<file path="config.mk">
export PLATFORM = sky130hd
export DESIGN_NAME = bgis_queue_flat
export DESIGN_NICKNAME = d
export VERILOG_FILES = /design/src/hdl/bilinear_gray_image_scaler_assert.svh /design/src/hdl/bgis_pkg.sv /design/src/hdl/bgis_ifs.sv /design/src/hdl/bgis_queue.sv /design/src/flat_wrapper.sv
export SDC_FILE = /design/constraint.sdc
export NUM_CORES = 1
export LEC_CHECK = 0
export BUFFER_PORTS_ARGS = -buffer_cell sky130_fd_sc_hd__buf_2
export CORE_ASPECT_RATIO = 0.8
export CORE_MARGIN = 8
export CORE_UTILIZATION = 43
export DETAILED_ROUTE_END_ITERATION = 12
export PLACE_DENSITY_LB_ADDON = 0.05
export RECOVER_POWER = 100
export SETUP_SLACK_MARGIN = 0.3
export SYNTH_ARGS = -nofsm -noshare
export SYNTH_HDL_FRONTEND = slang
export SYNTH_SLANG_ARGS = --single-unit
export TNS_END_PERCENT = 10
</file>
<file path="constraint.sdc">
create_clock -name clk -period 10.2 [get_ports clk]
set_input_delay 1.02 -clock clk [delete_from_list [all_inputs] [get_ports clk]]
set_output_delay 1.02 -clock clk [all_outputs]
set_load 0.005 [all_outputs]
</file>
<file path="src/hdl/bilinear_gray_image_scaler_assert.svh">
// Assertion macros for the bilinear grayscale scaler.
// Each macro expects clk and arst_n in the scope where it is used.
`ifndef BILINEAR_GRAY_IMAGE_SCALER_ASSERT_SVH
`define BILINEAR_GRAY_IMAGE_SCALER_ASSERT_SVH
`ifndef SYNTHESIS
`define BGIS_ASSERT_IMPLY(label, pre, post) \
	label: assert property (@(posedge clk) disable iff (!arst_n) (pre) |-> (post)) \
		else $error("assertion failed: %m");
`define BGIS_ASSERT_NEXT(label, pre, post) \
	label: assert property (@(posedge clk) disable iff (!arst_n) (pre) |=> (post)) \
		else $error("assertion failed: %m");
`else
`define BGIS_ASSERT_IMPLY(label, pre, post)
`define BGIS_ASSERT_NEXT(label, pre, post)
`endif
`endif

</file>
<file path="src/hdl/bgis_pkg.sv">
`default_nettype none
package bgis_pkg;
	localparam int DEF_MAX_WIDTH = 256;
	localparam int DEF_MAX_HEIGHT = 256;
	localparam int DEF_WEIGHT_BITS = 8;

	localparam int CFG_INDEX_BITS = 3;
	localparam int CFG_DATA_BITS = 24;
	localparam int SIZE_BITS = 9;
	localparam int STEP_BITS = 24;
	localparam int COORD_BITS = 8;
	localparam int PIXEL_BITS = 8;
	localparam int FRAC_BITS = 16;

	localparam int QUEUE_DEPTH = 2;
	localparam int OUT_DEPTH = 4;

	localparam logic [SIZE_BITS-1:0] SIZE_RESET = 9'd256;
	localparam logic [STEP_BITS-1:0] STEP_RESET = 24'h010000;

	localparam logic OP_WRITE = 1'b0;

	typedef enum logic [CFG_INDEX_BITS-1:0] {
		REG_SOURCE_WIDTH = 3'd0,
		REG_SOURCE_HEIGHT = 3'd1,
		REG_TARGET_WIDTH = 3'd2,
		REG_TARGET_HEIGHT = 3'd3,
		REG_HORIZONTAL_STEP = 3'd4,
		REG_VERTICAL_STEP = 3'd5
	} cfg_reg_t;

	typedef enum logic [1:0] {
		CMD_WRITE = 2'd0,
		CMD_FLAG = 2'd1,
		CMD_BLEND = 2'd2
	} cmd_kind_t;
endpackage
`default_nettype wire

</file>
<file path="src/hdl/bgis_ifs.sv">
`default_nettype none


interface bgis_cmd_if #(
	parameter int MAX_WIDTH = bgis_pkg::DEF_MAX_WIDTH,
	parameter int MAX_HEIGHT = bgis_pkg::DEF_MAX_HEIGHT,
	parameter int WEIGHT_BITS = bgis_pkg::DEF_WEIGHT_BITS
);
	localparam int XW = $clog2(MAX_WIDTH);
	localparam int YW = $clog2(MAX_HEIGHT);
	logic valid;
	logic ready;
	bgis_pkg::cmd_kind_t kind;
	logic [XW-1:0] x0;
	logic [XW-1:0] x1;
	logic [YW-1:0] y0;
	logic [YW-1:0] y1;
	logic [WEIGHT_BITS-1:0] fx;
	logic [WEIGHT_BITS-1:0] fy;
	logic [bgis_pkg::PIXEL_BITS-1:0] pixel;
	modport source (output valid, kind, x0, x1, y0, y1, fx, fy, pixel, input ready);
	modport sink (input valid, kind, x0, x1, y0, y1, fx, fy, pixel, output ready);
endinterface
`default_nettype wire

</file>
<file path="src/hdl/bgis_queue.sv">
`default_nettype none
module bgis_queue #(
	parameter int MAX_WIDTH = bgis_pkg::DEF_MAX_WIDTH,
	parameter int MAX_HEIGHT = bgis_pkg::DEF_MAX_HEIGHT,
	parameter int WEIGHT_BITS = bgis_pkg::DEF_WEIGHT_BITS
) (
	input logic clk,
	input logic arst_n,
	bgis_cmd_if.sink head,
	bgis_cmd_if.source tail
);
	localparam int XW = $clog2(MAX_WIDTH);
	localparam int YW = $clog2(MAX_HEIGHT);
	localparam int KW = $bits(bgis_pkg::cmd_kind_t);
	localparam int EW = KW + 2 * XW + 2 * YW + 2 * WEIGHT_BITS + bgis_pkg::PIXEL_BITS;
	localparam int PTRW = (bgis_pkg::QUEUE_DEPTH > 1) ? $clog2(bgis_pkg::QUEUE_DEPTH) : 1;
	localparam int CW = $clog2(bgis_pkg::QUEUE_DEPTH + 1);

	logic [EW-1:0] mem_q [bgis_pkg::QUEUE_DEPTH];
	logic [PTRW-1:0] wr_ptr_q;
	logic [PTRW-1:0] rd_ptr_q;
	logic [CW-1:0] count_q;
	logic [EW-1:0] entry_in;
	logic [EW-1:0] entry_out;
	logic [KW-1:0] kind_bits;
	logic push;
	logic pop;

	assign head.ready = count_q != CW'(bgis_pkg::QUEUE_DEPTH);
	assign tail.valid = count_q != '0;
	assign push = head.valid && head.ready;
	assign pop = tail.valid && tail.ready;

	assign entry_in = {head.kind, head.x0, head.x1, head.y0, head.y1, head.fx, head.fy,
		head.pixel};
	assign entry_out = mem_q[rd_ptr_q];
	assign {kind_bits, tail.x0, tail.x1, tail.y0, tail.y1, tail.fx, tail.fy, tail.pixel} =
		entry_out;
	assign tail.kind = bgis_pkg::cmd_kind_t'(kind_bits);

	always_ff @(posedge clk) begin
		if (push) begin
			mem_q[wr_ptr_q] <= entry_in;
		end
	end

	always_ff @(posedge clk or negedge arst_n) begin
		if (!arst_n) begin
			wr_ptr_q <= '0;
			rd_ptr_q <= '0;
			count_q <= '0;
		end else begin
			if (push) begin
				wr_ptr_q <= (wr_ptr_q == PTRW'(bgis_pkg::QUEUE_DEPTH - 1)) ? '0
					: wr_ptr_q + 1'b1;
			end
			if (pop) begin
				rd_ptr_q <= (rd_ptr_q == PTRW'(bgis_pkg::QUEUE_DEPTH - 1)) ? '0
					: rd_ptr_q + 1'b1;
			end
			if (push && !pop) begin
				count_q <= count_q + 1'b1;
			end else if (pop && !push) begin
				count_q <= count_q - 1'b1;
			end
		end
	end
endmodule
`default_nettype wire

</file>
<file path="src/flat_wrapper.sv">
// flat-port wrapper written by rule: the top's interface ports become plain ports
module bgis_queue_flat 
#(
	parameter int MAX_WIDTH = bgis_pkg::DEF_MAX_WIDTH,
	parameter int MAX_HEIGHT = bgis_pkg::DEF_MAX_HEIGHT,
	parameter int WEIGHT_BITS = bgis_pkg::DEF_WEIGHT_BITS
)
  (clk, arst_n, head_valid, head_kind, head_x0, head_x1, head_y0, head_y1, head_fx, head_fy, head_pixel, head_ready, tail_valid, tail_kind, tail_x0, tail_x1, tail_y0, tail_y1, tail_fx, tail_fy, tail_pixel, tail_ready);
  bgis_cmd_if #(.MAX_WIDTH(MAX_WIDTH), .MAX_HEIGHT(MAX_HEIGHT), .WEIGHT_BITS(WEIGHT_BITS)) head_i ();
  bgis_cmd_if #(.MAX_WIDTH(MAX_WIDTH), .MAX_HEIGHT(MAX_HEIGHT), .WEIGHT_BITS(WEIGHT_BITS)) tail_i ();
  input logic clk;
  input logic arst_n;
  input wire logic [$bits(head_i.valid)-1:0] head_valid;
  input wire logic [$bits(head_i.kind)-1:0] head_kind;
  input wire logic [$bits(head_i.x0)-1:0] head_x0;
  input wire logic [$bits(head_i.x1)-1:0] head_x1;
  input wire logic [$bits(head_i.y0)-1:0] head_y0;
  input wire logic [$bits(head_i.y1)-1:0] head_y1;
  input wire logic [$bits(head_i.fx)-1:0] head_fx;
  input wire logic [$bits(head_i.fy)-1:0] head_fy;
  input wire logic [$bits(head_i.pixel)-1:0] head_pixel;
  output wire logic [$bits(head_i.ready)-1:0] head_ready;
  output wire logic [$bits(tail_i.valid)-1:0] tail_valid;
  output wire logic [$bits(tail_i.kind)-1:0] tail_kind;
  output wire logic [$bits(tail_i.x0)-1:0] tail_x0;
  output wire logic [$bits(tail_i.x1)-1:0] tail_x1;
  output wire logic [$bits(tail_i.y0)-1:0] tail_y0;
  output wire logic [$bits(tail_i.y1)-1:0] tail_y1;
  output wire logic [$bits(tail_i.fx)-1:0] tail_fx;
  output wire logic [$bits(tail_i.fy)-1:0] tail_fy;
  output wire logic [$bits(tail_i.pixel)-1:0] tail_pixel;
  input wire logic [$bits(tail_i.ready)-1:0] tail_ready;
  assign head_i.valid = head_valid;
  assign head_i.kind = head_kind;
  assign head_i.x0 = head_x0;
  assign head_i.x1 = head_x1;
  assign head_i.y0 = head_y0;
  assign head_i.y1 = head_y1;
  assign head_i.fx = head_fx;
  assign head_i.fy = head_fy;
  assign head_i.pixel = head_pixel;
  assign head_ready = head_i.ready;
  assign tail_valid = tail_i.valid;
  assign tail_kind = tail_i.kind;
  assign tail_x0 = tail_i.x0;
  assign tail_x1 = tail_i.x1;
  assign tail_y0 = tail_i.y0;
  assign tail_y1 = tail_i.y1;
  assign tail_fx = tail_i.fx;
  assign tail_fy = tail_i.fy;
  assign tail_pixel = tail_i.pixel;
  assign tail_i.ready = tail_ready;
  bgis_queue #(.MAX_WIDTH(MAX_WIDTH), .MAX_HEIGHT(MAX_HEIGHT), .WEIGHT_BITS(WEIGHT_BITS)) u_core (.clk(clk), .arst_n(arst_n), .head(head_i), .tail(tail_i));
endmodule
</file>
==> results.md <==
* Gate Count Post-Synth at 199
* Global-route wire length before repair at 12.8 mm
* I/O pin count at 122
* VDD IR max at 0.185 mV
* Cell row count at 33
* Initial Util at 43.7%
* DR vias at 2254
* Share of layout cells above drive strength 1 at 38.6%
* Synth Warn # at 0
* Post-layout util at 56.2%
* Grt total ovfl at 0
* Max-Slew Margin vs Limit at -60.0%
* Synth top area share at 78.7%
* Number of global-route vias before repair at 2495
* First-pass DRT Iterations at 6
* CP max-delay cell: clkbuf_1
* Reg2reg start: u_core.count_q[0]$_DFFE_PN0P_
* # diodes at 0
* Internal at 1320 uW
* Cts bufs inserted at 17
* CP max FO at 31
* CTS Sinks at 120
* Max-slew violation count at 127
* Fin crit period at 4.59 ns
* H-tree depth at 4
* Drt wl/cell at 16.9 um
* Largest net degree at the start of global routing at 34
* Power per cell area at 307 nW/um^2
* Die ar. at 13800 um^2
* TritonCTS clock tree: done
* Top cell type by total area after synthesis: edfxtp_1
* Number of synthesized register bits at 120
* Hold crit path type: input port to async pin
* Clk pin slew, worst setup/hold paths at 0.05 ns
* Initial DRC Count at 177
* Gpl congestion at 0.659
* Largest stage delay on the critical path at 1.37 ns
* Lkg Pwr at 0.00203 uW
* Die width at 129 um
* Post-CTS sizing at 0
* Skew-Pair Late Insertion Delay at 0.39 ns
* Via-to-Cell Ratio at 4.63
* Synth-to-Final Area Change at 28.6%
* Crit-path cells: clkbuf_1 > mux2_2 > buf_2
* Clk_skew at 0.00717 ns
* Fraction of the cycle the final worst path needs at 45.0%
* Top post-synthesis cells by area: edfxtp_1 79%, mux2_2 12%, mux2_4 3.4%
* Fmax at 0.218 GHz
* Worst setup EP type: output port
* Port bufs at 121
* Most common cell after layout, fill and taps aside: edfxtp_1
* Mapped cell area at 4430 um^2
* RSZ-0062 raised after global routing: false
* Post-CTS Setup Inserts at 0
* Setup Viol. Count Final at 0
* Routed Antenna Nets at 0
* Routed WL at 8.22 mm
* Synthesized area per cell at 22.2 um^2
* All-Layer GR Usage at 12.5%
* Clk pwr share at 36.5%
* Kind of critical path: flop to output port
* Most frequent cells in the layout: 116 x edfxtp_1, 63 x clkbuf_1, 62 x buf_2
* Reg power frac at 41.8%
* Status: finished with violations
* CP Launch Point: u_core.rd_ptr_q$_DFFE_PN0P_
* Die Ht at 107 um
* Seq/Total Area, Yosys at 81.0%
* Fill cells at 827
* Worst-margin pin slew at 2.39 ns
* Detailed placement HPWL at 5.48 mm
* WP data required at 9.18 ns
* Setup TNS at 0 ns
* Fin nets at 398
* Final hold vios at 0
* Arrival time at the worst endpoint at 3.57 ns
* Distinct cells, synth at 16
* Sw Pwr at 430 uW
* Gate power share at 21.7%
* Syn nets at 262
* Sw Share at 24.6%
* Core box area at 10100 um^2
* # Max-Cap Violations at 4
* Total Power at 1750 uW
* Startpoint Class: flop
* Clock buffer depth at 2
* Root Driver: clkbuf_16
* Initial antenna violation count at 0
* Post-CTS Hold Buffers at 0
* Failing checks: capacitance limit, slew limit
* DR DRC count at 0
[layout make-up]
type	count	area (um^2)	share of cell area, %
clock inverters	13	208	3.65
clock buffers	18	429	7.54
inverters	1	3.75	0.0660
flip-flops and latches	120	3580	63.0
well taps	140	175	3.08
repair buffers	124	543	9.54
multi-input cells	71	747	13.1
[final timing paths]
check	endpoint	slack, ns	cells past startpoint
setup / recovery	tail_x1[4]	5.61	3
hold / removal	u_core.count_q[1]$_DFFE_PN0P_	0.46	1
setup reg to reg	u_core.mem_q[0][35]$_DFFE_PP_	5.97	4
max in group asynchronous	u_core.wr_ptr_q$_DFFE_PN0P_	9.53	1
hold reg to reg	u_core.wr_ptr_q$_DFFE_PN0P_	0.49	1
min in group clk	u_core.wr_ptr_q$_DFFE_PN0P_	0.49	1
[flip-flops by register name (all words and copies together) (netlist names)]
| name | flops |
|---|---|
| u_core.mem_q | 116 |
| u_core.rd_ptr_q | 1 |
| u_core.count_q | 2 |
| u_core.wr_ptr_q | 1 |
[cell usage after synthesis, drive strengths merged]
cell type	count
edfxtp	116
mux2	58
buf	7
dfrtp	4
xnor2	3
nand2	2
nor2	2
xor2	2
and3	1
ha	1
inv	1
nand2b	1
or2	1
[power groups by stage]
stage | Clock, uW | Sequential, uW | Combinational (uW)
after floorplan | 0 | 711 | 281
after global placement | 0 | 735 | 424
after detailed placement | 0 | 738 | 423
after CTS | 647 | 729 | 425
after global routing | 670 | 745 | 422
final | 637 | 731 | 378
[cells by family (layout without fill, tap and decap cells)]
family | Yosys count | count (layout) | synth area share, %
adders and majority gates | 1 | 1 | 0.283
muxes | 58 | 58 | 15.6
xor gates and xnor gates | 5 | 5 | 0.990
DFF | 120 | 120 | 81.0
buffers and inverters | 8 | 156 | 1.39
and+or+nand+nor | 7 | 7 | 0.764
[worst max-delay path, delay by kind of cell, from the launching register on]
kind     cells  cell delay, ns
flops        1            1.22
mux          1            0.44
buf+inv      2            1.50
[stage by stage]
step	cell area (um^2)	hold slack [ns]	setup slack [ns]	std cells
floorplan	4430	0.456	6.19	199
finish	5690	0.460	5.61	487
CTS	5820	0.417	6.80	487
global placement	5180	0.475	7.23	456
detailed placement	5180	0.485	7.23	456
global route	5690	0.459	5.23	487
[layer usage]
layer / GRT usage, % / part of all wire (%) / up-vias
li1: - / - / 1055
met5: 0 / 0 / -
met3: 6.55 / 7.9 / 4
met2: 19.6 / 49 / 77
met1: 14.3 / 42 / 1118
met4: 4.55 / 0.62 / 0
No activity file was read; power rests on OpenSTA's default activity.
