--- src/hdl/bilinear_gray_image_scaler_assert.svh ---
// Assertion macros for the bilinear grayscale scaler.
// Each macro expects clk and arst_n in the scope where it is used.
`ifndef BILINEAR_GRAY_IMAGE_SCALER_ASSERT_SVH
`define BILINEAR_GRAY_IMAGE_SCALER_ASSERT_SVH
`ifndef SYNTHESIS
`define BGIS_ASSERT_IMPLY(label, pre, post) \
	label: assert property (@(posedge clk) disable iff (!arst_n) (pre) |-> (post)) \
		else $error("assertion failed: %m");
`define BGIS_ASSERT_NEXT(label, pre, post) \
	label: assert property (@(posedge clk) disable iff (!arst_n) (pre) |=> (post)) \
		else $error("assertion failed: %m");
`else
`define BGIS_ASSERT_IMPLY(label, pre, post)
`define BGIS_ASSERT_NEXT(label, pre, post)
`endif
`endif

--- src/hdl/bgis_pkg.sv ---
`default_nettype none
package bgis_pkg;
	localparam int DEF_MAX_WIDTH = 256;
	localparam int DEF_MAX_HEIGHT = 256;
	localparam int DEF_WEIGHT_BITS = 8;

	localparam int CFG_INDEX_BITS = 3;
	localparam int CFG_DATA_BITS = 24;
	localparam int SIZE_BITS = 9;
	localparam int STEP_BITS = 24;
	localparam int COORD_BITS = 8;
	localparam int PIXEL_BITS = 8;
	localparam int FRAC_BITS = 16;

	localparam int QUEUE_DEPTH = 2;
	localparam int OUT_DEPTH = 4;

	localparam logic [SIZE_BITS-1:0] SIZE_RESET = 9'd256;
	localparam logic [STEP_BITS-1:0] STEP_RESET = 24'h010000;

	localparam logic OP_WRITE = 1'b0;

	typedef enum logic [CFG_INDEX_BITS-1:0] {
		REG_SOURCE_WIDTH = 3'd0,
		REG_SOURCE_HEIGHT = 3'd1,
		REG_TARGET_WIDTH = 3'd2,
		REG_TARGET_HEIGHT = 3'd3,
		REG_HORIZONTAL_STEP = 3'd4,
		REG_VERTICAL_STEP = 3'd5
	} cfg_reg_t;

	typedef enum logic [1:0] {
		CMD_WRITE = 2'd0,
		CMD_FLAG = 2'd1,
		CMD_BLEND = 2'd2
	} cmd_kind_t;
endpackage
`default_nettype wire

--- src/hdl/bgis_ifs.sv ---
`default_nettype none
interface bgis_req_if;
	logic valid;
	logic ready;
	logic opcode;
	logic [bgis_pkg::COORD_BITS-1:0] column_pos;
	logic [bgis_pkg::COORD_BITS-1:0] row_pos;
	logic [bgis_pkg::PIXEL_BITS-1:0] pixel_in;
	modport source (output valid, opcode, column_pos, row_pos, pixel_in, input ready);
	modport sink (input valid, opcode, column_pos, row_pos, pixel_in, output ready);
endinterface


interface bgis_cfg_if;
	logic valid;
	logic ready;
	logic [bgis_pkg::CFG_INDEX_BITS-1:0] index;
	logic [bgis_pkg::CFG_DATA_BITS-1:0] data;
	modport source (output valid, index, data, input ready);
	modport sink (input valid, index, data, output ready);
endinterface

interface bgis_cmd_if #(
	parameter int MAX_WIDTH = bgis_pkg::DEF_MAX_WIDTH,
	parameter int MAX_HEIGHT = bgis_pkg::DEF_MAX_HEIGHT,
	parameter int WEIGHT_BITS = bgis_pkg::DEF_WEIGHT_BITS
);
	localparam int XW = $clog2(MAX_WIDTH);
	localparam int YW = $clog2(MAX_HEIGHT);
	logic valid;
	logic ready;
	bgis_pkg::cmd_kind_t kind;
	logic [XW-1:0] x0;
	logic [XW-1:0] x1;
	logic [YW-1:0] y0;
	logic [YW-1:0] y1;
	logic [WEIGHT_BITS-1:0] fx;
	logic [WEIGHT_BITS-1:0] fy;
	logic [bgis_pkg::PIXEL_BITS-1:0] pixel;
	modport source (output valid, kind, x0, x1, y0, y1, fx, fy, pixel, input ready);
	modport sink (input valid, kind, x0, x1, y0, y1, fx, fy, pixel, output ready);
endinterface
`default_nettype wire

--- src/hdl/bgis_front.sv ---
`default_nettype none
module bgis_front #(
	parameter int MAX_WIDTH = bgis_pkg::DEF_MAX_WIDTH,
	parameter int MAX_HEIGHT = bgis_pkg::DEF_MAX_HEIGHT,
	parameter int WEIGHT_BITS = bgis_pkg::DEF_WEIGHT_BITS
) (
	input logic clk,
	input logic arst_n,
	bgis_req_if.sink req,
	bgis_cfg_if.sink cfg,
	bgis_cmd_if.source cmd
);
	localparam int XW = $clog2(MAX_WIDTH);
	localparam int YW = $clog2(MAX_HEIGHT);
	localparam int WB = WEIGHT_BITS;
	localparam int PW = bgis_pkg::COORD_BITS + bgis_pkg::STEP_BITS;
	localparam int FB = bgis_pkg::FRAC_BITS;

	logic [bgis_pkg::SIZE_BITS-1:0] source_width_q;
	logic [bgis_pkg::SIZE_BITS-1:0] source_height_q;
	logic [bgis_pkg::SIZE_BITS-1:0] target_width_q;
	logic [bgis_pkg::SIZE_BITS-1:0] target_height_q;
	logic [bgis_pkg::STEP_BITS-1:0] horizontal_step_q;
	logic [bgis_pkg::STEP_BITS-1:0] vertical_step_q;

	logic valid_s1;
	logic op_s1;
	logic flag_s1;
	logic keep_s1;
	logic [bgis_pkg::COORD_BITS-1:0] col_s1;
	logic [bgis_pkg::COORD_BITS-1:0] row_s1;
	logic [bgis_pkg::PIXEL_BITS-1:0] pixel_s1;
	logic [PW-1:0] sx_s1;
	logic [PW-1:0] sy_s1;

	logic advance;
	logic [PW-1:0] sx_d;
	logic [PW-1:0] sy_d;
	logic flag_d;
	logic keep_d;
	logic [31:0] sw;
	logic [31:0] sh;
	logic [31:0] x0w;
	logic [31:0] x1w;
	logic [31:0] y0w;
	logic [31:0] y1w;

	function automatic logic [31:0] limit_size(input logic [bgis_pkg::SIZE_BITS-1:0] v,
			input logic [31:0] maxv);
		logic [31:0] r;
		if (v == '0) begin
			r = 32'd1;
		end else if (32'(v) > maxv) begin
			r = maxv;
		end else begin
			r = 32'(v);
		end
		return r;
	endfunction

	assign cfg.ready = 1'b1;

	always_ff @(posedge clk or negedge arst_n) begin
		if (!arst_n) begin
			source_width_q <= bgis_pkg::SIZE_RESET;
			source_height_q <= bgis_pkg::SIZE_RESET;
			target_width_q <= bgis_pkg::SIZE_RESET;
			target_height_q <= bgis_pkg::SIZE_RESET;
			horizontal_step_q <= bgis_pkg::STEP_RESET;
			vertical_step_q <= bgis_pkg::STEP_RESET;
		end else if (cfg.valid) begin
			unique case (bgis_pkg::cfg_reg_t'(cfg.index))
				bgis_pkg::REG_SOURCE_WIDTH: source_width_q <= cfg.data[bgis_pkg::SIZE_BITS-1:0];
				bgis_pkg::REG_SOURCE_HEIGHT: source_height_q <= cfg.data[bgis_pkg::SIZE_BITS-1:0];
				bgis_pkg::REG_TARGET_WIDTH: target_width_q <= cfg.data[bgis_pkg::SIZE_BITS-1:0];
				bgis_pkg::REG_TARGET_HEIGHT: target_height_q <= cfg.data[bgis_pkg::SIZE_BITS-1:0];
				bgis_pkg::REG_HORIZONTAL_STEP: horizontal_step_q <= cfg.data;
				bgis_pkg::REG_VERTICAL_STEP: vertical_step_q <= cfg.data;
				default: ;
			endcase
		end
	end

	assign advance = !valid_s1 || cmd.ready || !keep_s1;
	assign req.ready = advance;

	assign sx_d = PW'(req.column_pos) * PW'(horizontal_step_q);
	assign sy_d = PW'(req.row_pos) * PW'(vertical_step_q);
	assign flag_d = ({1'b0, req.column_pos} >= target_width_q)
		|| ({1'b0, req.row_pos} >= target_height_q);
	assign keep_d = (req.opcode != bgis_pkg::OP_WRITE)
		|| ((32'(req.column_pos) < 32'(MAX_WIDTH)) && (32'(req.row_pos) < 32'(MAX_HEIGHT)));

	always_ff @(posedge clk or negedge arst_n) begin
		if (!arst_n) begin
			valid_s1 <= 1'b0;
		end else if (advance) begin
			valid_s1 <= req.valid;
		end
	end

	always_ff @(posedge clk) begin
		if (req.valid && advance) begin
			op_s1 <= req.opcode;
			col_s1 <= req.column_pos;
			row_s1 <= req.row_pos;
			pixel_s1 <= req.pixel_in;
			sx_s1 <= sx_d;
			sy_s1 <= sy_d;
			flag_s1 <= flag_d;
			keep_s1 <= keep_d;
		end
	end

	// clamp the top-left neighbor and its right and lower partners to the source edge
	always_comb begin
		sw = limit_size(source_width_q, 32'(MAX_WIDTH));
		sh = limit_size(source_height_q, 32'(MAX_HEIGHT));
		x0w = 32'(sx_s1[PW-1:FB]);
		y0w = 32'(sy_s1[PW-1:FB]);
		if (x0w >= sw) begin
			x0w = sw - 32'd1;
		end
		if (y0w >= sh) begin
			y0w = sh - 32'd1;
		end
		x1w = (x0w + 32'd1 < sw) ? x0w + 32'd1 : x0w;
		y1w = (y0w + 32'd1 < sh) ? y0w + 32'd1 : y0w;
	end

	assign cmd.valid = valid_s1 && keep_s1;
	assign cmd.kind = (op_s1 == bgis_pkg::OP_WRITE) ? bgis_pkg::CMD_WRITE
		: (flag_s1 ? bgis_pkg::CMD_FLAG : bgis_pkg::CMD_BLEND);
	assign cmd.x0 = (op_s1 == bgis_pkg::OP_WRITE) ? XW'(col_s1) : XW'(x0w);
	assign cmd.y0 = (op_s1 == bgis_pkg::OP_WRITE) ? YW'(row_s1) : YW'(y0w);
	assign cmd.x1 = XW'(x1w);
	assign cmd.y1 = YW'(y1w);
	assign cmd.fx = sx_s1[FB-1 -: WB];
	assign cmd.fy = sy_s1[FB-1 -: WB];
	assign cmd.pixel = pixel_s1;
endmodule
`default_nettype wire

--- src/flat_wrapper.sv ---
// flat-port wrapper written by rule: the top's interface ports become plain ports
module bgis_front_flat 
#(
	parameter int MAX_WIDTH = bgis_pkg::DEF_MAX_WIDTH,
	parameter int MAX_HEIGHT = bgis_pkg::DEF_MAX_HEIGHT,
	parameter int WEIGHT_BITS = bgis_pkg::DEF_WEIGHT_BITS
)
  (clk, arst_n, req_valid, req_opcode, req_column_pos, req_row_pos, req_pixel_in, req_ready, cfg_valid, cfg_index, cfg_data, cfg_ready, cmd_valid, cmd_kind, cmd_x0, cmd_x1, cmd_y0, cmd_y1, cmd_fx, cmd_fy, cmd_pixel, cmd_ready);
  bgis_req_if req_i ();
  bgis_cfg_if cfg_i ();
  bgis_cmd_if #(.MAX_WIDTH(MAX_WIDTH), .MAX_HEIGHT(MAX_HEIGHT), .WEIGHT_BITS(WEIGHT_BITS)) cmd_i ();
  input logic clk;
  input logic arst_n;
  input wire logic [$bits(req_i.valid)-1:0] req_valid;
  input wire logic [$bits(req_i.opcode)-1:0] req_opcode;
  input wire logic [$bits(req_i.column_pos)-1:0] req_column_pos;
  input wire logic [$bits(req_i.row_pos)-1:0] req_row_pos;
  input wire logic [$bits(req_i.pixel_in)-1:0] req_pixel_in;
  output wire logic [$bits(req_i.ready)-1:0] req_ready;
  input wire logic [$bits(cfg_i.valid)-1:0] cfg_valid;
  input wire logic [$bits(cfg_i.index)-1:0] cfg_index;
  input wire logic [$bits(cfg_i.data)-1:0] cfg_data;
  output wire logic [$bits(cfg_i.ready)-1:0] cfg_ready;
  output wire logic [$bits(cmd_i.valid)-1:0] cmd_valid;
  output wire logic [$bits(cmd_i.kind)-1:0] cmd_kind;
  output wire logic [$bits(cmd_i.x0)-1:0] cmd_x0;
  output wire logic [$bits(cmd_i.x1)-1:0] cmd_x1;
  output wire logic [$bits(cmd_i.y0)-1:0] cmd_y0;
  output wire logic [$bits(cmd_i.y1)-1:0] cmd_y1;
  output wire logic [$bits(cmd_i.fx)-1:0] cmd_fx;
  output wire logic [$bits(cmd_i.fy)-1:0] cmd_fy;
  output wire logic [$bits(cmd_i.pixel)-1:0] cmd_pixel;
  input wire logic [$bits(cmd_i.ready)-1:0] cmd_ready;
  assign req_i.valid = req_valid;
  assign req_i.opcode = req_opcode;
  assign req_i.column_pos = req_column_pos;
  assign req_i.row_pos = req_row_pos;
  assign req_i.pixel_in = req_pixel_in;
  assign req_ready = req_i.ready;
  assign cfg_i.valid = cfg_valid;
  assign cfg_i.index = cfg_index;
  assign cfg_i.data = cfg_data;
  assign cfg_ready = cfg_i.ready;
  assign cmd_valid = cmd_i.valid;
  assign cmd_kind = cmd_i.kind;
  assign cmd_x0 = cmd_i.x0;
  assign cmd_x1 = cmd_i.x1;
  assign cmd_y0 = cmd_i.y0;
  assign cmd_y1 = cmd_i.y1;
  assign cmd_fx = cmd_i.fx;
  assign cmd_fy = cmd_i.fy;
  assign cmd_pixel = cmd_i.pixel;
  assign cmd_i.ready = cmd_ready;
  bgis_front #(.MAX_WIDTH(MAX_WIDTH), .MAX_HEIGHT(MAX_HEIGHT), .WEIGHT_BITS(WEIGHT_BITS)) u_core (.clk(clk), .arst_n(arst_n), .req(req_i), .cfg(cfg_i), .cmd(cmd_i));
endmodule
--- config.mk ---
export PLATFORM = sky130hd
export DESIGN_NAME = bgis_front_flat
export DESIGN_NICKNAME = d
export VERILOG_FILES = /design/src/hdl/bilinear_gray_image_scaler_assert.svh /design/src/hdl/bgis_pkg.sv /design/src/hdl/bgis_ifs.sv /design/src/hdl/bgis_front.sv /design/src/flat_wrapper.sv
export SDC_FILE = /design/constraint.sdc
export NUM_CORES = 1
export LEC_CHECK = 0
export BUFFER_PORTS_ARGS = -buffer_cell sky130_fd_sc_hd__buf_4
export CORE_AREA = 4 4 211 152
export CTS_CLUSTER_SIZE = 10
export DETAILED_ROUTE_END_ITERATION = 10
export DIE_AREA = 0 0 215 156
export PLACE_DENSITY_LB_ADDON = 0.08
export SYNTH_ARGS = -nofsm -noshare
export SYNTH_HDL_FRONTEND = slang
export SYNTH_SLANG_ARGS = --single-unit
--- constraint.sdc ---
create_clock -name clk -period 10.93 [get_ports clk]
set_input_delay 1.093 -clock clk [delete_from_list [all_inputs] [get_ports clk]]
set_output_delay 1.093 -clock clk [all_outputs]
set_load 0.01 [all_outputs]
==> results.json <==
{
  "worst_path_dominant_cell_family": "compound AO/OA/AOI/OAI gates",
  "synth-seq-cells": 159,
  "clockBufferDepth": 2,
  "rr_worst_depth": 15,
  "worstMarginPinSlew_ns": 1.34,
  "maxSlewViolCount": 0,
  "path_common_cell": "ha_1",
  "die_y_um": 156,
  "synth_area_um2": 19300,
  "initial_core_util_pct": 64.8,
  "status": "finished, final reports clean",
  "syn_area_per_cell_um2": 9.88,
  "area_growth_pct": 7.87,
  "synth_compound_area_share_pct": 7.44,
  "drtIter0Drc": 910,
  "routedWlPerCell_um": 19.6,
  "yosysSeqAreaShare_pct": 22.6,
  "slowest_delay_ns": 0.59,
  "dp.cells": 2363,
  "io_buffers": 116,
  "tns_ns": 0,
  "min_path_cells": 1,
  "synth_top_cell_by_area": "fa_1",
  "required_ns": 9.84,
  "synthMostInstantiatedCell": "inv_1",
  "coreArea_um2": 29800,
  "setup_violations": 0,
  "gp_congestion": 0.893,
  "yosys.area.top_type_share_pct": 27.2,
  "gr-usage-met2_pct": 44.3,
  "crit_type": "reg -> out",
  "synthCells": 1953,
  "ys_top_cells_by_area": "fa_1 27%, edfxtp_1 12%, dfrtp_1 10%",
  "synthFlopType": "dfrtp_1",
  "cts_buffers": 17,
  "dp_hpwl_um": 35600,
  "dr.pass1.iters": 7,
  "finalWirelength_um": 46900,
  "crit_path_cell_trace": "nor4_1 -> a21oi_1 -> or2_1 -> inv_2 -> ha_1 -> nand2b_1 -> a211oi_1 -> o21ai_1 -> a21oi_4 -> nor2_1 -> a21oi_1 -> ha_1 -> o211ai_1 -> nor3_1 -> xnor2_1 -> ha_1 -> nand4_1 -> a211o_1 -> a31oi_1 -> nor2b_1 -> o21ai_1 -> a31oi_2 -> mux2_1 -> buf_4",
  "antenna_found_initial": 1,
  "slowest_stage": "a21oi_4",
  "gr-total-overflow": 0,
  "final-hold-violation-count": 0,
  "clkSinkCount": 159,
  "row_count": 53,
  "yosysWarnings": 0,
  "grt_max_degree": 75,
  "hold_class": "reg -> reg",
  "synthMuxAreaShare_pct": 6.10,
  "finalCritPeriodShare_pct": 69.1,
  "fin_worst_skew_ns": 0.0164,
  "yosys.area_share.simple_pct": 15.4,
  "die-area_um2": 33500,
  "ctsResizeCount": 0,
  "ios": 118,
  "root_buffer": "clkbuf_16",
  "clkTransAtPathRegs_ns": 0.06,
  "ys_async_sr_fraction_pct": 53.5,
  "place_area_um2": 20300,
  "cp.arrival_ns": 6.46,
  "drc": 0,
  "period_needed_ns": 7.55,
  "grt_util_met3_pct": 6.19,
  "postLayoutCellArea_um2": 20800,
  "fin_cells": 2395,
  "holdBufCountCts": 0,
  "clk_latency_ns": 0.44,
  "cp.depth": 24,
  "use_met1_pct": 44.1,
  "critPathMaxFanout": 19,
  "htree_levels": 4,
  "grt_pass1_wl_um": 77900,
  "rsz0062_at_grt": "false",
  "postRouteAntennaNets": 0,
  "postSynthNetCount": 2426,
  "synth_common_cells": "298 x inv_1, 275 x nand2_1, 262 x fa_1",
  "nets": 2470,
  "start_kind": "flop",
  "cts_tree": "done",
  "cts_post_setup_buffers_inserted": 0,
  "crit_buf_inv": 2,
  "endpoint_kind": "output port",
  "grt_usage_pct": 29.3,
  "synth_edf_count": 74,
  "synth_top_family_by_area": "adder cells",
  "top_usage_layer": "met2",
  "cap_violations": 0,
  "drive_above_1_share_pct": 13.4,
  "synthAdderAreaFrac_pct": 37.2,
  "maxClockFrequency_mhz": 132,
  "antennaDiodeCount": 0,
  "routed-via-count": 13900,
  "synth_xor_xnor_area_share_pct": 3.22,
  "via_per_inst": 5.79,
  "fp.dieW_um": 215,
  "slew_headroom_pct": 10.1,
  "synth_cell_types": 88,
  "grt_pass1_vias": 14500
}
routing by layer:
| metal | wire, um | vias up | share of wire (%) |
|---|---|---|---|
| li1 | - | 6344 | - |
| met4 | 710 | 0 | 1.5 |
| met1 | 22200 | 7010 | 47 |
| met2 | 20300 | 463 | 43 |
| met5 | 0 | - | 0 |
| met3 | 3670 | 59 | 7.8 |
final timing paths:
check	from	end	slack, ns
min in group asynchronous	arst_n	u_core.source_width_q[4]	0.57
hold / removal	u_core.target_height_q[4]	u_core.target_height_q[4]	0.51
max in group asynchronous	arst_n	u_core.vertical_step_q[10]	9.24
setup reg to reg	u_core.vertical_step_q[8]	u_core.sy_s1[31]	5.39
hold reg to reg	u_core.target_height_q[4]	u_core.target_height_q[4]	0.51
setup / recovery	u_core.source_height_q[5]	cmd_y1[1]	3.38
final cells by class:
cell class	count	area [um^2]
tap	385	482
sequential	159	4360
inverter	301	1130
fill	2332	8960
timing repair buffer	121	908
clock buffer	21	440
multi-input combinational	1397	13400
clock inverter	11	108
cell families (layout without fill, tap and decap cells):
group / after synthesis / in the layout
AND/OR/NAND/NOR: 602 / 602
adder cells (fa/ha/maj): 416 / 416
buffers and inverters: 397 / 454
AO/OA/AOI/OAI: 202 / 202
flip-flops: 159 / 159
multiplexers: 105 / 105
XOR/XNOR: 71 / 71
other: 1 / 1
layout by cell type (no fill, tap or decap), drive strengths merged, types with 50 or more instances in the layout:
cell type / count
fa: 262
mux2: 84
dfrtp: 79
buf: 121
a21oi: 52
edfxtp: 74
inv: 303
and2: 163
nand2: 275
ha: 154
xnor2: 50
sequential cells by signal (all words and copies together), names as in the netlist:
register                  cells
u_core.sx_s1                 24
u_core.sy_s1                 24
u_core.flag_s1                1
u_core.op_s1                  1
u_core.horizontal_step_q     24
u_core.row_s1                 8
u_core.target_width_q         9
u_core.valid_s1               1
u_core.cmd.pixel              8
u_core.col_s1                 8
u_core.source_width_q         9
u_core.vertical_step_q       24
u_core.target_height_q        9
u_core.source_height_q        9
stage by stage:
stage,hold WS [ns],worst slack [ns],util (%)
floorplan,0.479,4.68,-
global placement,0.489,4.03,68.1
detailed placement,0.493,3.88,68.1
CTS,0.513,3.38,69.9
global route,0.534,2.79,69.9
finish,0.514,3.38,69.9
worst reg2reg max path: cells and delay by family, from the launching register on:
family	cells	cell delay [ns]
adder cells (fa/ha/maj)	5	2.47
AO/OA/AOI/OAI	5	1.36
AND/OR/NAND/NOR	3	0.75
flip-flops	1	0.56
XOR/XNOR	1	0.08
buffers and inverters	1	0.06
Power is left out: the tool's default activity adds up to more than one toggle a clock period on the data nets, which glitch-free logic cannot reach.
